`src/rtl/psbf_pkg.sv`:
```
// Package with the shared types and constants of the pixel stream brightness fader.
`default_nettype none

package psbf_pkg;

  // Default widths for the top-level parameters.
  localparam int unsigned LevelFracBitsDefault = 15;
  localparam int unsigned LengthBitsDefault    = 16;

  // Fixed widths of the beat fields.
  localparam int unsigned ByteW   = 8;
  localparam int unsigned KeyW    = 3;
  localparam int unsigned TargetW = 16;
  localparam int unsigned RateW   = 9;
  localparam int unsigned BaseW   = 8;

  // Reset value of the base frame rate register.
  localparam logic [BaseW-1:0] BaseRateReset = 8'd30;

  // Input beat kinds.
  localparam logic ModeStream = 1'b0;
  localparam logic ModeKey    = 1'b1;

  // Result beat kinds.
  localparam logic KindByte   = 1'b0;
  localparam logic KindStatus = 1'b1;

  // Remote key codes.
  typedef enum logic [KeyW-1:0] {
    KEY_OFF      = 3'd0,
    KEY_ON       = 3'd1,
    KEY_RESET    = 3'd2,
    KEY_FASTER   = 3'd3,
    KEY_SLOWER   = 3'd4,
    KEY_BRIGHTER = 3'd5,
    KEY_DIMMER   = 3'd6,
    KEY_OTHER    = 3'd7
  } key_e;

  // Position within a frame: four header bytes, then the data bytes.
  typedef enum logic [2:0] {
    HDR_CHAN   = 3'd0,
    HDR_CMD    = 3'd1,
    HDR_LEN_HI = 3'd2,
    HDR_LEN_LO = 3'd3,
    HDR_DATA   = 3'd4
  } phase_e;

  // One result beat as it travels through the output stages.
  typedef struct packed {
    logic               kind;
    logic [ByteW-1:0]   data;
    logic               frame_end;
    logic [TargetW-1:0] target;
    logic [RateW-1:0]   rate;
  } result_t;

endpackage

`default_nettype wire

```
`src/rtl/pixel_stream_brightness_fader.sv`:
```
// Top level of the pixel stream brightness fader.
//
// Input channel (in_valid_i/in_ready_o): each beat is either a stream byte
// (mode 0) or a remote key event (mode 1). Frames are a four-byte header
// (channel, command, length high, length low) followed by the data bytes.
// Frames with a zero command are forwarded with every data byte scaled by
// the fade level; other frames are dropped. Each key beat gives one status
// beat carrying the target level and the current frame rate.
// Output channel (out_valid_o/out_ready_i): one result beat per key event
// and one per forwarded stream byte. A key status is registered in the
// result or skid register. Forwarded bytes run one stream byte behind:
// the final byte of a frame is released by the channel byte of the next
// frame. Throughput is one beat per cycle while the skid entry is free;
// the fade multiply feeds the level and the pixel multiply the held byte.
// A two-entry output stage (result register plus skid register) lets the
// block keep accepting while the receiver stalls; in_ready_o drops only
// once both entries are full. Reset clears the frame state, sets the fade
// level to zero, the target to full brightness, power on, and the base
// and current rates to 30. cfg_we_i writes the base frame rate at once.
`default_nettype none

module pixel_stream_brightness_fader #(
  parameter int unsigned LEVEL_FRAC_BITS = psbf_pkg::LevelFracBitsDefault,
  parameter int unsigned LENGTH_BITS     = psbf_pkg::LengthBitsDefault
) (
  input  wire logic                          clk_i,
  input  wire logic                          rst_ni,
  // Configuration write.
  input  wire logic                          cfg_we_i,
  input  wire logic [psbf_pkg::BaseW-1:0]    cfg_wdata_i,
  // Input channel.
  input  wire logic                          in_valid_i,
  output logic                               in_ready_o,
  input  wire logic                          mode_i,
  input  wire logic [psbf_pkg::ByteW-1:0]    stream_byte_i,
  input  wire logic [psbf_pkg::KeyW-1:0]     key_code_i,
  // Output channel.
  output logic                               out_valid_o,
  input  wire logic                          out_ready_i,
  output logic                               result_kind_o,
  output logic [psbf_pkg::ByteW-1:0]         out_byte_o,
  output logic                               frame_end_o,
  output logic [psbf_pkg::TargetW-1:0]       target_level_o,
  output logic [psbf_pkg::RateW-1:0]         current_rate_o
);
  import psbf_pkg::*;

  // Level arithmetic: levels are unsigned with 2^F meaning 1.0.
  localparam int unsigned LevelW    = LEVEL_FRAC_BITS + 1;
  localparam longint      LvlOneI   = longint'(1) << LEVEL_FRAC_BITS;
  localparam longint      RateOnI   = (LvlOneI * 3 + 50) / 100;
  localparam longint      RateOffI  = (LvlOneI * 2 + 50) / 100;
  localparam longint      StepI     = (LvlOneI + 50) / 100;
  localparam longint      MinTgtI   = (LvlOneI * 2 + 5) / 10;
  localparam int unsigned DiffW     = LevelW + 1;
  localparam int unsigned ProdW     = DiffW + LevelW;
  localparam int unsigned PixW      = ByteW + LevelW;
  localparam int unsigned WideW     = 32;

  localparam logic [LevelW-1:0] LvlOne  = LevelW'(LvlOneI);
  localparam logic [LevelW-1:0] RateOn  = LevelW'(RateOnI);
  localparam logic [LevelW-1:0] RateOff = LevelW'(RateOffI);
  localparam logic [LevelW-1:0] Step    = LevelW'(StepI);
  localparam logic [LevelW-1:0] MinTgt  = LevelW'(MinTgtI);

  // Frame and fader state.
  phase_e                  phase_q, phase_d;
  logic [ByteW-1:0]        chan_q, chan_d;
  logic [ByteW-1:0]        len_hi_q, len_hi_d;
  logic [LENGTH_BITS-1:0]  bytes_left_q, bytes_left_d;
  logic                    pass_q, pass_d;
  logic [LevelW-1:0]       level_q, level_d;
  logic [LevelW-1:0]       target_q, target_d;
  logic                    power_q, power_d;
  logic [RateW-1:0]        rate_q, rate_d;
  logic [BaseW-1:0]        base_q;

  // One-byte holding register for the forwarded stream.
  logic                    hold_valid_q, hold_valid_d;
  logic [ByteW-1:0]        hold_byte_q, hold_byte_d;
  logic                    hold_end_q, hold_end_d;

  // Output stages.
  result_t                 out_q, skid_q, res;
  logic                    out_valid_q, skid_valid_q;
  logic                    produce;
  logic                    in_fire;
  logic                    out_free;

  // Arithmetic helpers.
  logic [15:0]             len_full;
  logic [LENGTH_BITS-1:0]  len;
  logic signed [DiffW-1:0] diff;
  logic signed [ProdW-1:0] on_prod;
  logic signed [ProdW-1:0] on_step;
  logic [ProdW-1:0]        off_prod;
  logic [PixW-1:0]         pix_prod;
  logic [ByteW-1:0]        scaled;
  logic [LevelW-1:0]       moved;
  logic [LevelW:0]         tgt_up;
  logic [LevelW:0]         tgt_dn;
  logic [RateW:0]          rate_x2;
  logic [RateW:0]          base_x3;
  logic [RateW:0]          base_x1;
  logic [WideW-1:0]        target_wide;

  assign in_ready_o = !skid_valid_q;
  assign in_fire    = in_valid_i && in_ready_o;
  assign out_free   = !out_valid_q || out_ready_i;

  // Length of the frame from the stored high byte and the current byte.
  assign len_full = {len_hi_q, stream_byte_i};
  assign len      = len_full[LENGTH_BITS-1:0];

  // Fade step: toward the target with power on, decay with power off.
  assign diff     = $signed({1'b0, target_q}) - $signed({1'b0, level_q});
  assign on_prod  = ProdW'(diff) * $signed({1'b0, RateOn});
  assign on_step  = on_prod >>> LEVEL_FRAC_BITS;
  assign off_prod = ProdW'(level_q) * ProdW'(RateOff);
  assign moved    = power_q ? LevelW'(ProdW'(level_q) + on_step)
                            : LevelW'(ProdW'(level_q) - (off_prod >> LEVEL_FRAC_BITS));

  // Pixel scaling by the current fade level.
  assign pix_prod = PixW'(stream_byte_i) * PixW'(level_q);
  assign scaled   = pix_prod[LEVEL_FRAC_BITS +: ByteW];

  // Target and rate steps for the key events.
  assign tgt_up  = {1'b0, target_q} + {1'b0, Step};
  assign tgt_dn  = {1'b0, target_q} - {1'b0, Step};
  assign rate_x2 = {rate_q, 1'b0};
  assign base_x1 = (RateW+1)'(base_q);
  assign base_x3 = (base_x1 << 1) + base_x1;

  // Next state and the result of the accepted beat.
  always_comb begin
    phase_d      = phase_q;
    chan_d       = chan_q;
    len_hi_d     = len_hi_q;
    bytes_left_d = bytes_left_q;
    pass_d       = pass_q;
    level_d      = level_q;
    target_d     = target_q;
    power_d      = power_q;
    rate_d       = rate_q;
    hold_valid_d = hold_valid_q;
    hold_byte_d  = hold_byte_q;
    hold_end_d   = hold_end_q;
    produce      = 1'b0;
    res          = '0;
    res.kind     = KindByte;
    res.data     = hold_byte_q;
    res.frame_end = hold_end_q;
    target_wide  = '0;

    if (in_fire) begin
      if (mode_i == ModeKey) begin
        case (key_e'(key_code_i))
          KEY_OFF: power_d = 1'b0;
          KEY_ON:  power_d = 1'b1;
          KEY_RESET: begin
            rate_d   = RateW'(base_q);
            target_d = LvlOne;
          end
          KEY_FASTER: begin
            if (rate_x2 < base_x3) begin
              rate_d = rate_q + 1'b1;
            end
          end
          KEY_SLOWER: begin
            if (rate_x2 > base_x1) begin
              rate_d = rate_q - 1'b1;
            end
          end
          KEY_BRIGHTER: begin
            target_d = (tgt_up > {1'b0, LvlOne}) ? LvlOne : tgt_up[LevelW-1:0];
          end
          KEY_DIMMER: begin
            target_d = (tgt_dn < {1'b0, MinTgt}) ? MinTgt : tgt_dn[LevelW-1:0];
          end
          default: ;
        endcase
        target_wide   = WideW'(target_d);
        produce       = 1'b1;
        res.kind      = KindStatus;
        res.data      = '0;
        res.frame_end = 1'b0;
        res.target    = target_wide[TargetW-1:0];
        res.rate      = rate_d;
      end else begin
        case (phase_q)
          HDR_CHAN: begin
            // The channel byte releases the last byte of the previous frame.
            chan_d       = stream_byte_i;
            phase_d      = HDR_CMD;
            produce      = hold_valid_q;
            hold_valid_d = 1'b0;
          end
          HDR_CMD: begin
            // Only a zero command passes the frame; the channel byte goes out now.
            pass_d  = (stream_byte_i == '0);
            phase_d = HDR_LEN_HI;
            if (stream_byte_i == '0) begin
              produce       = 1'b1;
              res.data      = chan_q;
              res.frame_end = 1'b0;
              hold_valid_d  = 1'b1;
              hold_byte_d   = stream_byte_i;
              hold_end_d    = 1'b0;
            end
          end
          HDR_LEN_HI: begin
            len_hi_d = stream_byte_i;
            phase_d  = HDR_LEN_LO;
            if (pass_q) begin
              produce      = hold_valid_q;
              hold_valid_d = 1'b1;
              hold_byte_d  = stream_byte_i;
              hold_end_d   = 1'b0;
            end
          end
          HDR_LEN_LO: begin
            bytes_left_d = len;
            phase_d      = (len != '0) ? HDR_DATA : HDR_CHAN;
            if (pass_q) begin
              level_d      = moved;
              produce      = hold_valid_q;
              hold_valid_d = 1'b1;
              hold_byte_d  = stream_byte_i;
              hold_end_d   = (len == '0);
            end
          end
          HDR_DATA: begin
            bytes_left_d = (bytes_left_q != '0) ? bytes_left_q - 1'b1 : '0;
            if (bytes_left_q <= LENGTH_BITS'(1)) begin
              phase_d = HDR_CHAN;
            end
            if (pass_q) begin
              produce      = hold_valid_q;
              hold_valid_d = 1'b1;
              hold_byte_d  = scaled;
              hold_end_d   = (bytes_left_q <= LENGTH_BITS'(1));
            end
          end
          default: phase_d = HDR_CHAN;
        endcase
      end
    end
  end

  // State registers.
  always_ff @(posedge clk_i or negedge rst_ni) begin
    if (!rst_ni) begin
      phase_q      <= HDR_CHAN;
      chan_q       <= '0;
      len_hi_q     <= '0;
      bytes_left_q <= '0;
      pass_q       <= 1'b0;
      level_q      <= '0;
      target_q     <= LvlOne;
      power_q      <= 1'b1;
      rate_q       <= RateW'(BaseRateReset);
      base_q       <= BaseRateReset;
      hold_valid_q <= 1'b0;
      hold_end_q   <= 1'b0;
    end else begin
      phase_q      <= phase_d;
      chan_q       <= chan_d;
      len_hi_q     <= len_hi_d;
      bytes_left_q <= bytes_left_d;
      pass_q       <= pass_d;
      level_q      <= level_d;
      target_q     <= target_d;
      power_q      <= power_d;
      rate_q       <= rate_d;
      hold_valid_q <= hold_valid_d;
      hold_end_q   <= hold_end_d;
      if (cfg_we_i) begin
        base_q <= cfg_wdata_i;
      end
    end
  end

  // The held byte itself carries no reset.
  always_ff @(posedge clk_i) begin
    hold_byte_q <= hold_byte_d;
  end

  // Output register with a skid entry behind it.
  always_ff @(posedge clk_i or negedge rst_ni) begin
    if (!rst_ni) begin
      out_valid_q  <= 1'b0;
      skid_valid_q <= 1'b0;
    end else if (out_free) begin
      if (skid_valid_q) begin
        out_valid_q  <= 1'b1;
        skid_valid_q <= 1'b0;
      end else begin
        out_valid_q <= produce;
      end
    end else if (produce) begin
      skid_valid_q <= 1'b1;
    end
  end

  // Result payloads follow the same moves as the valid bits.
  always_ff @(posedge clk_i) begin
    if (out_free) begin
      if (skid_valid_q) begin
        out_q <= skid_q;
      end else if (produce) begin
        out_q <= res;
      end
    end else if (produce) begin
      skid_q <= res;
    end
  end

  assign out_valid_o    = out_valid_q;
  assign result_kind_o  = out_q.kind;
  assign out_byte_o     = out_q.data;
  assign frame_end_o    = out_q.frame_end;
  assign target_level_o = out_q.target;
  assign current_rate_o = out_q.rate;

endmodule

`default_nettype wire

```
`config.mk`:
```
export PLATFORM = sky130hd
export DESIGN_NAME = pixel_stream_brightness_fader
export DESIGN_NICKNAME = d
export VERILOG_FILES = /design/src/rtl/psbf_pkg.sv /design/src/rtl/pixel_stream_brightness_fader.sv
export SDC_FILE = /design/constraint.sdc
export NUM_CORES = 1
export LEC_CHECK = 0
export BUFFER_PORTS_ARGS = -buffer_cell sky130_fd_sc_hd__buf_2
export CAP_MARGIN = 20
export CORE_ASPECT_RATIO = 1.75
export CORE_MARGIN = 2
export CORE_UTILIZATION = 55
export DETAILED_ROUTE_END_ITERATION = 12
export GPL_TIMING_DRIVEN = 0
export MAX_ROUTING_LAYER = met4
export PLACE_DENSITY = 0.87
export SLEW_MARGIN = 40
export SYNTH_ARGS = -nofsm -noshare
export SYNTH_HDL_FRONTEND = slang
export SYNTH_SLANG_ARGS = --single-unit
```
`constraint.sdc`:
```
create_clock -name clk_i -period 9 [get_ports clk_i]
set_input_delay 0.45 -clock clk_i [delete_from_list [all_inputs] [get_ports clk_i]]
set_output_delay 0.45 -clock clk_i [all_outputs]
set_load 0.01 [all_outputs]
```
==> flow_metrics.tcl, run 1 <==
set metrics [dict create \
    grt_usage 0.301 \
    synthFlopType "dfrtp_1" \
    wl_met2_um 32200 \
    met3WireLength_um 3590 \
    grt_pass1_wl_um 95700 \
    placed_area_mm2 0.0228 \
    h-tree-depth 4 \
    post-route-period-util 0.995 \
    worstHoldStart "cfg_wdata_i[2]" \
    vias_per_cell 6.21 \
    r2r-start "level_q[5]" \
    drtAntennaViolNets 0 \
    ys_types 92 \
    r2r-end "level_q[15]" \
    synth_nets 2870 \
    hold_viol 0 \
    critPathKind "reg2reg" \
    grt_overflow_total 0 \
    slew_viol_final 0 \
    fin_crit_ns 8.95 \
    synth_seq_cells 168 \
    max_freq_mhz 112 \
    slew_headroom 0.473 \
    top_layer "met4" \
    antennaDiodeCount 0 \
    insertion_delay_ns 0.46 \
    grt_max_degree 60 \
    layout_common_cells "inv_1, ha_1, fa_1" \
    stdcell_count 2964 \
    synth_top_area_cell "fa_1" \
    gp_congestion 0.991 \
    synth-edff-count 78 \
    cts_root_buf "clkbuf_16" \
    setup_viol 0 \
    die_w_um 154 \
    wl_per_cell_um 20.6 \
    cts_sinks 168 \
    fin_area_mm2 0.0244 \
    cts_tree "done" \
    ys_seq_area_frac 0.212 \
    layout_commonest_cell "inv_1" \
    syn2layout_area_growth_pct 12.2 \
    status "finished clean" \
    required_ns 9.40 \
    reg2reg_setup_slack_ns 0.05 \
    hold_depth 3 \
    worstPathMaxFanout 7 \
    vias 18400 \
    hold_path_end "base_q[2]" \
    tightestPinTransition_ns 0.791 \
    start_kind "flop" \
    dieArea_mm2 0.0412 \
    clkSlewWorstSetupHoldPaths_ns 0.08 \
    numCtsBuffers 17 \
    fp.coreArea_mm2 0.0392 \
    antenna_found_initial 0 \
    finalClockSkew_ns 0.0140 \
    num_io_pins 62 \
    drc 0 \
    avgSynthCellArea_um2 9.31 \
    layout.nets 2996 \
    fillers 2925 \
    die_h_um 267 \
    drt-total-wl_um 60900 \
    cp-end-kind "flop" \
    slowest_delay_ns 0.57 \
    port-buffer-count 57 \
    setup-tns-final_ns 0 \
    yosysTopAreaCellShare 0.192 \
    ys_async_sr_fraction 0.536 \
    rr_worst_depth 35 \
    cpMaxStageDelayCell "fa_1" \
    wl_met1_um 20100 \
    yosysWarningCount 0 \
    synth.area.top_cells "fa_1, ha_1, edfxtp_1, dfrtp_1, inv_1" \
    initial_core_util 0.555 \
    syn_area_mm2 0.0217 \
    drv_cap 0 \
    hpwl_um 46000 \
    clk_path_buf_depth 2 \
    rows 96 \
    hold_path_class "in2reg" \
    drive_gt1_frac 0.134 \
    crit_arrival_ns 9.36 \
    drt-pass1-iter-count 6 \
    drt_iter0_markers 1544 \
    placedCellCount 2885 \
    synth_cells 2335 \
    grt_pass1_vias 19400 \
]
-- synth_stat cells (12+ instances only) --
library cell / instances
a21oi_1: 118
o21ai_0: 116
nor2b_1: 23
inv_1: 339
xnor2_1: 76
ha_1: 301
dfrtp_1: 80
o21a_1: 25
mux2_2: 30
nor2_1: 104
clkbuf_1: 75
a22o_1: 15
a211oi_1: 18
a21o_1: 63
o31ai_1: 12
and2_1: 67
nand4_1: 17
nand2_1: 209
fa_1: 209
and3_1: 14
xor2_1: 42
edfxtp_1: 78
a31oi_1: 14
or3_1: 15
nand3_1: 24
nand2b_1: 16
nor4_1: 13
nor3_1: 45
-- cells by family (layout without fill, tap and decap cells) --
logic type | Yosys count | count (layout) | share of synthesized area
adder cells (fa/ha/maj) | 510 | 510 | 0.366
XOR/XNOR | 118 | 118 | 0.0475
AND/OR/NAND/NOR | 582 | 582 | 0.130
AO/OA/AOI/OAI | 493 | 493 | 0.151
buffers and inverters | 428 | 567 | 0.0751
flip-flops | 168 | 168 | 0.212
multiplexers | 36 | 36 | 0.0183
-- registers in the layout (all words and copies together) (netlist names), 3 cells and up --
name            cells
chan_q              8
bytes_left_q       16
target_q           16
current_rate_o      9
hold_byte_q         8
skid_q             35
phase_q             3
rate_q              9
level_q            16
base_q              8
out_byte_o          8
len_hi_q            8
target_level_o     16
-- metal layers --
layer / track usage / up-vias
li1: - / 8175
met1: 0.295 / 8916
met2: 0.546 / 910
met3: 0.0429 / 412
met4: 0.206 / 0
met5: - / -
-- worst max-delay path: cells and delay by family (launching register included) --
kind                     cells  cell delay, ns
buffers and inverters        8            0.96
AO/OA/AOI/OAI                9            1.88
AND/OR/NAND/NOR              9            2.19
adder cells (fa/ha/maj)      8            3.16
XOR/XNOR                     1            0.28
flip-flops                   1            0.43
-- layout make-up --
type,instances,area [µm²],area share
multi-input combinational,1739,16100,0.661
timing repair buffer,112,762,0.0312
clock buffer,17,425,0.0174
clock inverter,15,148,0.00605
tap,490,613,0.0251
buffer,81,380,0.0156
sequential,168,4640,0.190
inverter,342,1310,0.0535
-- per-stage QoR --
stage	util	hold WS [ns]	setup slack (ns)
finish	0.623	0.214	0.0467
floorplan	-	0.154	0.0987
CTS	0.608	0.205	0.00306
global placement	0.578	0.484	-1.28
detailed placement	0.581	0.333	-1.58
global route	0.623	0.232	-0.282
-- worst max-delay path by stage --
stage,from,endpoint,slack (ns),depth (start not counted)
floorplan,level_q[2],level_q[15],0.1,37
global placement,level_q[2],level_q[15],-1.28,37
detailed placement,level_q[2],level_q[15],-1.58,37
CTS,level_q[4],level_q[15],0.003,35
global route,level_q[2],level_q[15],-0.28,38
finish,level_q[5],level_q[15],0.05,35
-- repair_timing --
action,4_1_cts,5_1_grt
endpoints found under the setup margin,13,8
hold buffers,1,0
resized for setup,84,76
setup buffers,23,28
endpoints found under the hold margin,29,0
pin swaps,9,31
Power of run 1 is not shown: default switching activity piles up to over one toggle a cycle in this logic, so the estimate is an artifact.
==> run 2: changes to the inputs <==
--- a/config.mk
+++ b/config.mk
@@ -8,12 +8,11 @@
 export BUFFER_PORTS_ARGS = -buffer_cell sky130_fd_sc_hd__buf_2
 export CAP_MARGIN = 20
 export CORE_ASPECT_RATIO = 1.75
-export CORE_MARGIN = 2
 export CORE_UTILIZATION = 55
 export DETAILED_ROUTE_END_ITERATION = 12
 export GPL_TIMING_DRIVEN = 0
 export MAX_ROUTING_LAYER = met4
-export PLACE_DENSITY = 0.87
+export PLACE_DENSITY = 0.84
 export SLEW_MARGIN = 40
 export SYNTH_ARGS = -nofsm -noshare
 export SYNTH_HDL_FRONTEND = slang
==> constraint.sdc (replaced) <==
create_clock -name clk_i -period 10.73 [get_ports clk_i]
set_input_delay 0.5365 -clock clk_i [delete_from_list [all_inputs] [get_ports clk_i]]
set_output_delay 0.5365 -clock clk_i [all_outputs]
set_load 0.01 [all_outputs]
==> flow_metrics.tcl, run 2 (same netlist as run 1, synthesis figures left out) <==
set metrics [dict create \
    final_util 0.600 \
    drt-pass1-iter-count 10 \
    setup_slack_ns 0.662 \
    hold_path_class "in2reg" \
    rsz0062_at_grt "false" \
    worstHoldStart "cfg_wdata_i[7]" \
    fp.coreArea_mm2 0.0390 \
    drt-total-wl_um 56100 \
    clkSlewWorstSetupHoldPaths_ns 0.07 \
    crit_arrival_ns 10.46 \
    grt_pass1_wl_um 92000 \
    slew_viol_final 0 \
    critPathKind "reg2reg" \
    rr_worst_depth 37 \
    layout_commonest_cell "inv_1" \
    vias_per_cell 6.03 \
    r2r-end "level_q[15]" \
    cts_root_buf "clkbuf_16" \
    setup_viol 0 \
    numCtsBuffers 17 \
    hold_path_end "base_q[7]" \
    num_io_pins 62 \
    grt_overflow_total 0 \
    insertion_delay_ns 0.46 \
    drt_iter0_markers 1207 \
    status "finished with violations" \
    worstPathMaxFanout 10 \
    hold_depth 3 \
    start_kind "flop" \
    grt_max_degree 62 \
    layout.nets 2950 \
    cp-end-kind "flop" \
    post-route-period-util 0.938 \
    layout_common_cells "inv_1, ha_1, nand2_1, fa_1" \
    rows 96 \
    antenna_found_initial 0 \
    dpl_worst_slack_ns -0.0964 \
    h-tree-depth 4 \
    largest_reg_flops 35 \
    syn2layout_area_growth_pct 7.65 \
    cts_tree "done" \
    failed_checks "DRC" \
    grt_pass1_vias 18800 \
    cts_sinks 168 \
    die_w_um 152 \
    required_ns 11.12 \
    regMostFlops "skid_q" \
    finalClockSkew_ns 0.0211 \
    slew_headroom 0.436 \
    max_freq_mhz 99.3 \
    initial_core_util 0.557 \
    wl_per_cell_um 19.2 \
    cpMaxStageDelayCell "fa_1" \
    tightestPinTransition_ns 0.839 \
    port-buffer-count 57 \
    antennaDiodeCount 0 \
    r2r-start "level_q[2]" \
    fin_crit_ns 10.07 \
    drv_cap 0 \
    drc 10 \
    slowest_delay_ns 0.56 \
    setup-tns-final_ns 0 \
    gp_congestion 1.00 \
    hpwl_um 45700 \
    drive_gt1_frac 0.0807 \
    vias 17600 \
    drtAntennaViolNets 0 \
    die_h_um 265 \
    grt_usage 0.297 \
    whs_ns 0.298 \
    hold_viol 0 \
    clk_path_buf_depth 2 \
    reg2reg_setup_slack_ns 0.66 \
    dieArea_mm2 0.0404 \
]
[run 2: cell count changes in the layout (fill, tap and decap cells not counted), sizes merged]
cell,delta
inv,+2
clkinvlp,-5
bufinv,+1
clkbuf,+6
clkinv,+2
buf,-52
[run 2: final cells by class]
type / instances / area (µm²)
buffer: 85 / 352
clock buffer: 17 / 425
clock inverter: 15 / 175
fill: 3206 / 15600
inverter: 342 / 1280
multi-input combinational: 1739 / 15600
sequential: 168 / 4620
tap: 490 / 613
timing repair buffer: 62 / 390
[run 2: how the worst max path moves through the flow]
stage / to / cells past startpoint / start
2_1_floorplan: level_q[15] / 37 / level_q[2]
3_3_place_gp: level_q[15] / 37 / level_q[2]
3_5_place_dp: level_q[15] / 37 / level_q[2]
4_1_cts: level_q[15] / 37 / level_q[2]
5_1_grt: level_q[15] / 37 / level_q[2]
6_report: level_q[15] / 37 / level_q[2]
[run 2: repair_timing]
item | CTS | global route
hold endpoints to repair | 28 | 0
buffers inserted | 0 | 0
hold buffers | 1 | 0
resized for setup | 1 | 19
endpoints found under the setup margin | 1 | 1
[run 2: worst max-delay path: cells and delay by family, from the launching register on]
family                   cells  cell delay [ns]
adder cells (fa/ha/maj)      8             3.50
AO/OA/AOI/OAI               13             2.82
AND/OR/NAND/NOR              9             1.86
buffers and inverters        5             0.77
flip-flops                   1             0.55
XOR/XNOR                     2             0.51
[run 2: per-stage QoR]
step | cells | cell area [µm²]
after floorplan | 2335 | 21700
after global placement | 2882 | 22600
after detailed placement | 2886 | 22800
after CTS | 2919 | 23400
after global routing | 2918 | 23400
final | 2918 | 23400
[run 2: per-layer routing]
| metal | GRT usage | part of all wire |
|---|---|---|
| met1 | 0.296 | 0.35 |
| met2 | 0.542 | 0.53 |
| met3 | 0.0376 | 0.048 |
| met4 | 0.196 | 0.068 |
| met5 | - | 0 |
Power of run 2 is left out for the same reason.
